**config.mk**
```make
export PLATFORM = sky130hd
export DESIGN_NAME = min_heap_priority_queue_core
export DESIGN_NICKNAME = d
export VERILOG_FILES = /design/src/sv/mhpq_pkg.sv /design/src/sv/mhpq_ram.sv /design/src/sv/mhpq_seq.sv /design/src/sv/min_heap_priority_queue_core.sv
export SDC_FILE = /design/constraint.sdc
export NUM_CORES = 2
export LEC_CHECK = 0
export ABC_AREA = 1
export BUFFER_PORTS_ARGS = -buffer_cell sky130_fd_sc_hd__buf_2
export CORE_MARGIN = 1
export CORE_UTILIZATION = 55
export DETAILED_ROUTE_END_ITERATION = 12
export GPL_ROUTABILITY_DRIVEN = 0
export HOLD_SLACK_MARGIN = 0.03
export PLACE_DENSITY = 0.71
export SYNTH_ARGS = -nofsm -noshare
export SYNTH_HDL_FRONTEND = slang
export SYNTH_SLANG_ARGS = --single-unit
```
**constraint.sdc**
```tcl
create_clock -name clk -period 6.6 [get_ports clk]
set_input_delay 0.33 -clock clk [delete_from_list [all_inputs] [get_ports clk]]
set_output_delay 0.33 -clock clk [all_outputs]
set_load 0.01 [all_outputs]
```
**src/sv/mhpq_pkg.sv**
```systemverilog
// Shared types, widths and codes for the min-heap priority queue.
package mhpq_pkg;

  localparam int CAPACITY_DEF = 64;

  localparam int KIND_W   = 2;
  localparam int ID_W     = 16;
  localparam int PRI_W    = 16;
  localparam int STATUS_W = 2;
  localparam int OCC_W    = 7;

  localparam logic [KIND_W-1:0] KIND_INSERT = 2'd0;
  localparam logic [KIND_W-1:0] KIND_POP    = 2'd1;
  localparam logic [KIND_W-1:0] KIND_UPDATE = 2'd2;

  localparam logic [STATUS_W-1:0] ST_OK       = 2'd0;
  localparam logic [STATUS_W-1:0] ST_EMPTY    = 2'd1;
  localparam logic [STATUS_W-1:0] ST_FULL     = 2'd2;
  localparam logic [STATUS_W-1:0] ST_NOTFOUND = 2'd3;

  // One heap entry: id in the upper half, priority in the lower half.
  typedef struct packed {
    logic [ID_W-1:0]  id;
    logic [PRI_W-1:0] pri;
  } entry_t;

  // Finished result handed from the sequencer to the output register.
  typedef struct packed {
    logic                hit;
    logic [ID_W-1:0]     id;
    logic [PRI_W-1:0]    pri;
    logic [STATUS_W-1:0] status;
    logic [OCC_W-1:0]    occ;
  } rsp_t;

endpackage

```
**src/sv/mhpq_ram.sv**
```systemverilog
// Heap entry store: one write port and one registered read port.
module mhpq_ram #(
  parameter int CAPACITY = mhpq_pkg::CAPACITY_DEF
) (
  input  logic                            clk,
  input  logic                            rd_en,
  input  logic [$clog2(CAPACITY)-1:0]     rd_addr,
  output mhpq_pkg::entry_t                rd_data,
  input  logic                            wr_en,
  input  logic [$clog2(CAPACITY)-1:0]     wr_addr,
  input  mhpq_pkg::entry_t                wr_data
);

  mhpq_pkg::entry_t mem [CAPACITY];

  always_ff @(posedge clk) begin
    if (wr_en) begin
      mem[wr_addr] <= wr_data;
    end
  end

  // A read of the entry being written in the same cycle returns the new data.
  always_ff @(posedge clk) begin
    if (rd_en) begin
      if (wr_en && (wr_addr == rd_addr)) begin
        rd_data <= wr_data;
      end else begin
        rd_data <= mem[rd_addr];
      end
    end
  end

endmodule

```
**src/sv/mhpq_seq.sv**
```systemverilog
// Operation sequencer: scan, sift-up and sift-down over the heap store.
module mhpq_seq #(
  parameter int CAPACITY = mhpq_pkg::CAPACITY_DEF
) (
  input  logic                                clk,
  input  logic                                rst,
  input  logic                                req_valid,
  output logic                                req_ready,
  input  logic [mhpq_pkg::KIND_W-1:0]         kind,
  input  logic [mhpq_pkg::ID_W-1:0]           entry_id,
  input  logic [mhpq_pkg::PRI_W-1:0]          priority_req,
  output logic                                done_valid,
  input  logic                                done_ready,
  output mhpq_pkg::rsp_t                      done_rsp,
  output logic                                rd_en,
  output logic [$clog2(CAPACITY)-1:0]         rd_addr,
  input  mhpq_pkg::entry_t                    rd_data,
  output logic                                wr_en,
  output logic [$clog2(CAPACITY)-1:0]         wr_addr,
  output mhpq_pkg::entry_t                    wr_data
);

  localparam int AW = $clog2(CAPACITY);
  localparam int CW = $clog2(CAPACITY + 1);
  localparam int IW = AW + 2;

  localparam logic [3:0] S_IDLE     = 4'd0;
  localparam logic [3:0] S_UP       = 4'd1;
  localparam logic [3:0] S_UP_CMP   = 4'd2;
  localparam logic [3:0] S_POP_ROOT = 4'd3;
  localparam logic [3:0] S_POP_LAST = 4'd4;
  localparam logic [3:0] S_DOWN     = 4'd5;
  localparam logic [3:0] S_DOWN_L   = 4'd6;
  localparam logic [3:0] S_DOWN_R   = 4'd7;
  localparam logic [3:0] S_SCAN     = 4'd8;
  localparam logic [3:0] S_DONE     = 4'd9;

  logic [3:0]  state, state_next;
  logic [CW-1:0] count, count_next;
  logic [AW-1:0] idx, idx_next;
  logic [AW-1:0] scan, scan_next;
  mhpq_pkg::entry_t cur, cur_next;
  mhpq_pkg::entry_t left, left_next;
  logic [mhpq_pkg::ID_W-1:0]  key_id, key_id_next;
  logic [mhpq_pkg::PRI_W-1:0] key_pri, key_pri_next;
  logic                           res_hit, res_hit_next;
  logic [mhpq_pkg::ID_W-1:0]      res_id, res_id_next;
  logic [mhpq_pkg::PRI_W-1:0]     res_pri, res_pri_next;
  logic [mhpq_pkg::STATUS_W-1:0]  res_status, res_status_next;

  logic [IW-1:0] lc_w, rc_w, cnt_w, idx_w, scan_w;
  logic [AW-1:0] par;
  logic          lc_in, rc_in, left_wins, right_wins;
  logic [mhpq_pkg::PRI_W-1:0] best_pri;

  assign lc_w   = IW'({idx, 1'b1});
  assign rc_w   = IW'({idx, 1'b0}) + IW'(2);
  assign cnt_w  = IW'(count);
  assign idx_w  = IW'(idx);
  assign scan_w = IW'(scan);
  assign par    = AW'((idx - AW'(1)) >> 1);
  assign lc_in  = lc_w < cnt_w;
  assign rc_in  = rc_w < cnt_w;

  // Child choice; the left child wins a tie with the right one.
  assign left_wins  = left.pri < cur.pri;
  assign best_pri   = left_wins ? left.pri : cur.pri;
  assign right_wins = rc_in && (rd_data.pri < best_pri);

  assign req_ready  = (state == S_IDLE);
  assign done_valid = (state == S_DONE);

  always_comb begin
    done_rsp.hit    = res_hit;
    done_rsp.id     = res_id;
    done_rsp.pri    = res_pri;
    done_rsp.status = res_status;
    done_rsp.occ    = mhpq_pkg::OCC_W'(count);
  end

  always_comb begin
    state_next      = state;
    count_next      = count;
    idx_next        = idx;
    scan_next       = scan;
    cur_next        = cur;
    left_next       = left;
    key_id_next     = key_id;
    key_pri_next    = key_pri;
    res_hit_next    = res_hit;
    res_id_next     = res_id;
    res_pri_next    = res_pri;
    res_status_next = res_status;
    rd_en           = 1'b0;
    rd_addr         = '0;
    wr_en           = 1'b0;
    wr_addr         = idx;
    wr_data         = cur;

    unique case (state)
      S_IDLE: begin
        if (req_valid) begin
          key_id_next     = entry_id;
          key_pri_next    = priority_req;
          res_hit_next    = 1'b0;
          res_id_next     = '0;
          res_pri_next    = '0;
          res_status_next = mhpq_pkg::ST_OK;
          case (kind)
            mhpq_pkg::KIND_INSERT: begin
              if (count == CW'(CAPACITY)) begin
                res_status_next = mhpq_pkg::ST_FULL;
                state_next      = S_DONE;
              end else begin
                idx_next     = count[AW-1:0];
                cur_next.id  = entry_id;
                cur_next.pri = priority_req;
                count_next   = count + CW'(1);
                state_next   = S_UP;
              end
            end
            mhpq_pkg::KIND_POP: begin
              if (count == '0) begin
                res_status_next = mhpq_pkg::ST_EMPTY;
                state_next      = S_DONE;
              end else begin
                rd_en      = 1'b1;
                rd_addr    = '0;
                state_next = S_POP_ROOT;
              end
            end
            mhpq_pkg::KIND_UPDATE: begin
              res_status_next = mhpq_pkg::ST_NOTFOUND;
              if (count == '0) begin
                state_next = S_DONE;
              end else begin
                rd_en      = 1'b1;
                rd_addr    = '0;
                scan_next  = '0;
                state_next = S_SCAN;
              end
            end
            default: begin
              state_next = S_DONE;
            end
          endcase
        end
      end

      S_SCAN: begin
        if (rd_data.id == key_id) begin
          res_status_next = mhpq_pkg::ST_OK;
          idx_next        = scan;
          cur_next.id     = key_id;
          cur_next.pri    = key_pri;
          if (key_pri < rd_data.pri) begin
            state_next = S_UP;
          end else if (key_pri > rd_data.pri) begin
            state_next = S_DOWN;
          end else begin
            state_next = S_DONE;
          end
        end else if (scan_w + IW'(1) >= cnt_w) begin
          state_next = S_DONE;
        end else begin
          rd_en      = 1'b1;
          rd_addr    = scan + AW'(1);
          scan_next  = scan + AW'(1);
        end
      end

      S_UP: begin
        if (idx == '0) begin
          wr_en      = 1'b1;
          state_next = S_DONE;
        end else begin
          rd_en      = 1'b1;
          rd_addr    = par;
          state_next = S_UP_CMP;
        end
      end

      S_UP_CMP: begin
        wr_en = 1'b1;
        if (rd_data.pri > cur.pri) begin
          wr_data    = rd_data;
          idx_next   = par;
          state_next = S_UP;
        end else begin
          state_next = S_DONE;
        end
      end

      S_POP_ROOT: begin
        res_hit_next = 1'b1;
        res_id_next  = rd_data.id;
        res_pri_next = rd_data.pri;
        rd_en        = 1'b1;
        rd_addr      = AW'(count - CW'(1));
        state_next   = S_POP_LAST;
      end

      S_POP_LAST: begin
        cur_next   = rd_data;
        count_next = count - CW'(1);
        idx_next   = '0;
        state_next = S_DOWN;
      end

      S_DOWN: begin
        if (idx_w >= cnt_w) begin
          state_next = S_DONE;
        end else if (!lc_in) begin
          wr_en      = 1'b1;
          state_next = S_DONE;
        end else begin
          rd_en      = 1'b1;
          rd_addr    = lc_w[AW-1:0];
          state_next = S_DOWN_L;
        end
      end

      S_DOWN_L: begin
        left_next  = rd_data;
        rd_en      = 1'b1;
        rd_addr    = rc_w[AW-1:0];
        state_next = S_DOWN_R;
      end

      S_DOWN_R: begin
        wr_en = 1'b1;
        if (right_wins) begin
          wr_data    = rd_data;
          idx_next   = rc_w[AW-1:0];
          state_next = S_DOWN;
        end else if (left_wins) begin
          wr_data    = left;
          idx_next   = lc_w[AW-1:0];
          state_next = S_DOWN;
        end else begin
          state_next = S_DONE;
        end
      end

      S_DONE: begin
        if (done_ready) begin
          state_next = S_IDLE;
        end
      end

      default: begin
        state_next = S_IDLE;
      end
    endcase
  end

  always_ff @(posedge clk) begin
    if (rst) begin
      state <= S_IDLE;
      count <= '0;
    end else begin
      state <= state_next;
      count <= count_next;
    end
  end

  always_ff @(posedge clk) begin
    idx        <= idx_next;
    scan       <= scan_next;
    cur        <= cur_next;
    left       <= left_next;
    key_id     <= key_id_next;
    key_pri    <= key_pri_next;
    res_hit    <= res_hit_next;
    res_id     <= res_id_next;
    res_pri    <= res_pri_next;
    res_status <= res_status_next;
  end

endmodule

```
**src/sv/min_heap_priority_queue_core.sv**
```systemverilog
// Top level of the min-heap priority queue: sequencer, entry store and result register.
//
//   Channel   Handshake               Word contents
//   --------  ----------------------  ------------------------------------------------
//   request   req_valid / req_ready   kind, entry_id, priority_req
//   response  rsp_valid / rsp_ready   out_valid, out_id, out_priority, status, occupancy
//
// One request word is worked on at a time; the entry store, with one read per cycle,
// sets the pace. An insert starts at the first free slot and moves up one level at a
// time while the parent's priority is strictly greater; a pop reads the root, then the
// last entry, and sinks that former last entry from the root past any smaller child.
// An update scans entries in order up to the first match, then sifts up or down as an
// insert or a pop would; an unchanged priority ends after the scan, and a miss scans
// every entry held.
// Rejected operations (full, empty) finish once their check is done.
// Reset clears the entry count and the control state; the store itself is not cleared,
// as only entries below the count are ever used. A waiting response word does not block
// the next request: it stays in the output register until taken.
module min_heap_priority_queue_core #(
  parameter int CAPACITY = mhpq_pkg::CAPACITY_DEF
) (
  input  logic                               clk,
  input  logic                               rst,
  input  logic                               req_valid,
  output logic                               req_ready,
  input  logic [mhpq_pkg::KIND_W-1:0]        kind,
  input  logic [mhpq_pkg::ID_W-1:0]          entry_id,
  input  logic [mhpq_pkg::PRI_W-1:0]         priority_req,
  output logic                               rsp_valid,
  input  logic                               rsp_ready,
  output logic                               out_valid,
  output logic [mhpq_pkg::ID_W-1:0]          out_id,
  output logic [mhpq_pkg::PRI_W-1:0]         out_priority,
  output logic [mhpq_pkg::STATUS_W-1:0]      status,
  output logic [mhpq_pkg::OCC_W-1:0]         occupancy
);

  localparam int AW = $clog2(CAPACITY);

  logic              done_valid;
  logic              done_ready;
  mhpq_pkg::rsp_t    done_rsp;
  logic              rd_en;
  logic [AW-1:0]     rd_addr;
  mhpq_pkg::entry_t  rd_data;
  logic              wr_en;
  logic [AW-1:0]     wr_addr;
  mhpq_pkg::entry_t  wr_data;

  mhpq_seq #(
    .CAPACITY (CAPACITY)
  ) u_seq (
    .clk          (clk),
    .rst          (rst),
    .req_valid    (req_valid),
    .req_ready    (req_ready),
    .kind         (kind),
    .entry_id     (entry_id),
    .priority_req (priority_req),
    .done_valid   (done_valid),
    .done_ready   (done_ready),
    .done_rsp     (done_rsp),
    .rd_en        (rd_en),
    .rd_addr      (rd_addr),
    .rd_data      (rd_data),
    .wr_en        (wr_en),
    .wr_addr      (wr_addr),
    .wr_data      (wr_data)
  );

  mhpq_ram #(
    .CAPACITY (CAPACITY)
  ) u_ram (
    .clk     (clk),
    .rd_en   (rd_en),
    .rd_addr (rd_addr),
    .rd_data (rd_data),
    .wr_en   (wr_en),
    .wr_addr (wr_addr),
    .wr_data (wr_data)
  );

  // The output register takes a finished word whenever it is empty or being emptied.
  assign done_ready = !rsp_valid || rsp_ready;

  always_ff @(posedge clk) begin
    if (rst) begin
      rsp_valid <= 1'b0;
    end else if (done_valid && done_ready) begin
      rsp_valid <= 1'b1;
    end else if (rsp_ready) begin
      rsp_valid <= 1'b0;
    end
  end

  always_ff @(posedge clk) begin
    if (done_valid && done_ready) begin
      out_valid    <= done_rsp.hit;
      out_id       <= done_rsp.id;
      out_priority <= done_rsp.pri;
      status       <= done_rsp.status;
      occupancy    <= done_rsp.occ;
    end
  end

endmodule

```
==> flow_metrics.env <==
export IMPL_wl_um=294600
export IMPL_initial_core_util_pct=55.45
export IMPL_syn_nets=8161
export IMPL_grt_busiest_layer="met2"
export IMPL_synth_edf_count=2265
export IMPL_min_period_ns=5.234
export IMPL_ff2ff_setup_slack_ns=1.37
export IMPL_finalSetupViolCount=0
export IMPL_drt_wirelength_per_cell_um=27.95
export IMPL_clockBufferDepth=3
export IMPL_synth_top_area_share_pct=71.42
export IMPL_post_route_util_pct=62.00
export IMPL_synth_seq_cells=2277
export IMPL_grt_met1_usage_pct=45.31
export IMPL_pin_count=82
export IMPL_async_reset_ff_share_pct=0
export IMPL_tightest_slew_ns=1.273
export IMPL_die_h_um=418.1
export IMPL_routed_via_density=6.458
export IMPL_critPathRequiredTime_ns=7.14
export IMPL_clock_sinks=2277
export IMPL_critical_path_class="reg -> reg"
export IMPL_grt_pass1_vias=63842
export IMPL_grt_use_total_pct=33.33
export IMPL_met2_usage_pct=50.45
export IMPL_powerDensity_nw_per_um2=485.0
export IMPL_syn_area_um2=95230
export IMPL_vias=68081
export IMPL_power_frac_clock_pct=23.4
export IMPL_cts_root_buf="clkbuf_16"
export IMPL_path_max_fanout=39
export IMPL_end_kind="register"
export IMPL_die_w_um=418.1
export IMPL_synth_area_leaders="edfxtp_1 71%, nand3_1 12%, nand2_1 8.2%, buf_2 2.1%, ha_1 1.3%"
export IMPL_ir_drop_uv=476.3
export IMPL_dpl_hpwl_um=151200
export IMPL_p_leak_nw=37.43
export IMPL_final_cell_count_no_fill=10542
export IMPL_htree_num_levels=4
export IMPL_cts_tree="done"
export IMPL_max_freq_mhz=191.1
export IMPL_antenna_found_initial=8
export IMPL_ys_flop_type="edfxtp_1"
export IMPL_relSlewSlack_pct=14.91
export IMPL_hold_class="in -> reg"
export IMPL_portBuffers=81
export IMPL_combPwrFrac_pct=39.2
export IMPL_crit_path_start_kind="register"
export IMPL_drt_iter0_drc=11456
export IMPL_syn_avg_cell_area_um2=11.86
export IMPL_drcViolationCount=0
export IMPL_coreArea_um2=171700
export IMPL_insertion_delay_ns=0.87
export IMPL_ant_nets=0
export IMPL_cts_buffers=213
export IMPL_maxSlewViolCount=0
export IMPL_ys_types=51
export IMPL_yosys_warnings=0
export IMPL_seq_area_frac_synth_pct=71.68
export IMPL_final_nets=8184
export IMPL_p_sw_mw=20.99
export IMPL_dieArea_um2=174800
export IMPL_maxCapViolCount=0
export IMPL_area_growth_pct=11.80
export IMPL_arrival_ns=5.78
export IMPL_setup_ws_ns=1.366
export IMPL_final_hold_viol_count=0
export IMPL_syn_inst=8026
export IMPL_switching_share_pct=40.66
export IMPL_path_clk_slew_ns=0.06
export IMPL_grt_max_degree=182
export IMPL_rsz0062_at_grt="no"
export IMPL_placed_area_um2=99310
export IMPL_clock_skew_ns=0.03286
export IMPL_grt_pass1_wl_um=426300
export IMPL_grt_use_met3_pct=8.570
export IMPL_synth_top_area_cell="edfxtp_1"
export IMPL_grt_overflow_total=0
export IMPL_finalCritPeriodShare_pct=79.30
export IMPL_design_area_um2=106500
export IMPL_first_pass_iters=6
export IMPL_tns_ns=0
export IMPL_drive_gt1_share_pct=9.006
export IMPL_internal_power_mw=30.64
export IMPL_pre_cts_slack_ns=1.611
export IMPL_rows=152
export IMPL_status="completed"
export IMPL_place_inst=10107
export IMPL_p_seq_share_pct=37.4
-- layout make-up --
| class | instances | area [um2] |
|---|---|---|
| Sequential cell | 2277 | 68260 |
| Clock buffer | 268 | 5608 |
| Multi-Input combinational cell | 5021 | 24810 |
| Inverter | 192 | 749.5 |
| Fill cell | 12699 | 65270 |
| Antenna cell | 4 | 10.01 |
| Tap cell | 2310 | 2890 |
| Clock inverter | 126 | 1171 |
| Timing Repair Buffer | 344 | 2973 |
-- layer usage --
layer  wire length [um]  vias to the layer above
li1                   -                    28980
met5                 29                        -
met4              15590                        6
met2             130800                     5333
met1             105900                    32770
met3              42360                      992
-- through the flow --
| step | hold slack (ns) | total power, mW |
|---|---|---|
| 5_1_grt | 0.2052 | 53.66 |
| 2_1_floorplan | 0.4003 | 32.15 |
| 3_3_place_gp | 0.4013 | 38.73 |
| 4_1_cts | 0.1708 | 51.02 |
| 3_5_place_dp | 0.4045 | 39.08 |
| 6_report | 0.2053 | 51.63 |
-- worst max-delay path, stage by stage, from the launching register on --
cell and delay, ns:
edfxtp_1 0.61, inv_1 0.31, ha_1 0.31, o21bai_1 0.21, a221oi_1 0.15, o21ai_0 0.36, a21oi_1 0.13, o21ai_0 0.38
nand2_1 0.25, a21oi_4 1.04, buf_4 0.39, o221ai_4 0.33, buf_4 0.39
-- cell usage in the layout, fill, tap and decap left out, types with 5 or more instances in the layout --
cell,instances
a211oi_1,10
a21oi_1,52
buf_12,40
buf_2,81
buf_4,186
bufinv_16,17
clkbuf_1,49
clkbuf_16,214
clkbuf_8,5
clkinv_1,53
clkinv_2,32
dfxtp_1,12
dlygate4sd3_1,37
edfxtp_1,2265
ha_1,97
inv_1,175
inv_16,5
inv_2,14
inv_6,8
nand2_1,2075
nand3_1,2369
nand3b_1,6
nand4_1,19
nor2_1,93
nor2_2,6
nor2_4,65
nor3_1,11
nor4_1,5
o211ai_1,44
o21ai_0,53
o221ai_1,12
o221ai_4,33
xor2_1,20
-- power groups by stage --
stage / registers, mW / clock network [mW] / logic (mW)
2_1_floorplan: 19.6 / 0 / 12.5
3_3_place_gp: 19.5 / 0 / 19.2
3_5_place_dp: 19.6 / 0 / 19.5
4_1_cts: 19.3 / 12.1 / 19.7
5_1_grt: 19.3 / 12.6 / 21.7
6_report: 19.3 / 12.1 / 20.3
-- registers in the layout, indices dropped and copies added (netlist names), 2 cells and up --
register          cells
occupancy             7
out_id               16
out_priority         16
status                2
u_ram.mem          2048
u_ram.rd_data        32
u_seq.count           7
u_seq.cur            32
u_seq.key_id         16
u_seq.key_pri        16
u_seq.left           32
u_seq.res_id         16
u_seq.res_pri        16
u_seq.res_status      2
u_seq.scan            6
u_seq.state           4
u_seq.wr_addr         6
-- logic make-up (layout without fill, tap and decap cells) --
group           after synthesis  in the layout  synth area share (%)
buf+inv                     728            930                 3.495
flops                      2277           2277                 71.68
xor+xnor                     22             22                0.2023
simple gates               4671           4671                 21.74
fa+ha+maj                    97             97                 1.274
compound gates              231            231                 1.611
other cells                   0              4                     0
-- timing repair --
| item | in CTS | in global routing |
|---|---|---|
| resized for setup | 0 | 0 |
| hold endpoints to repair | 78 | 0 |
| hold buffers | 37 | 0 |
| setup buffers | 0 | 0 |
-- synth_stat cells, types with 2 or more instances --
master,count
a211oi_1,11
a21o_1,2
a21oi_1,53
a221oi_1,2
a31oi_1,3
buf_1,34
buf_2,403
buf_4,16
buf_6,4
clkbuf_1,79
dfxtp_1,12
edfxtp_1,2265
ha_1,97
inv_1,177
inv_2,14
nand2_1,2076
nand2_2,3
nand3_1,2370
nand3b_1,6
nand4_1,19
nor2_1,157
nor2_2,4
nor2_4,3
nor3_1,13
nor3b_1,3
nor4_1,9
o2111ai_1,2
o211ai_1,44
o21a_1,2
o21ai_0,53
o21ai_1,2
o21bai_1,2
o221ai_1,45
o22ai_1,3
or2_2,2
xnor2_1,2
xor2_1,20
-- final timing paths --
kind / start / end / cells past startpoint
min reg2reg: u_seq.res_pri[0]$_SDFFCE_PN0P_ / out_priority[0]$_DFFE_PP_ / 0
max: u_ram.rd_data[0]$_DFFE_PP_ / u_ram.mem[28][21]$_DFFE_PP_ / 12
max reg2reg: u_ram.rd_data[0]$_DFFE_PP_ / u_ram.mem[28][21]$_DFFE_PP_ / 12
min: entry_id[15] / u_seq.key_id[15]$_DFFE_PP_ / 2
Power figures use the tool's default switching activity.
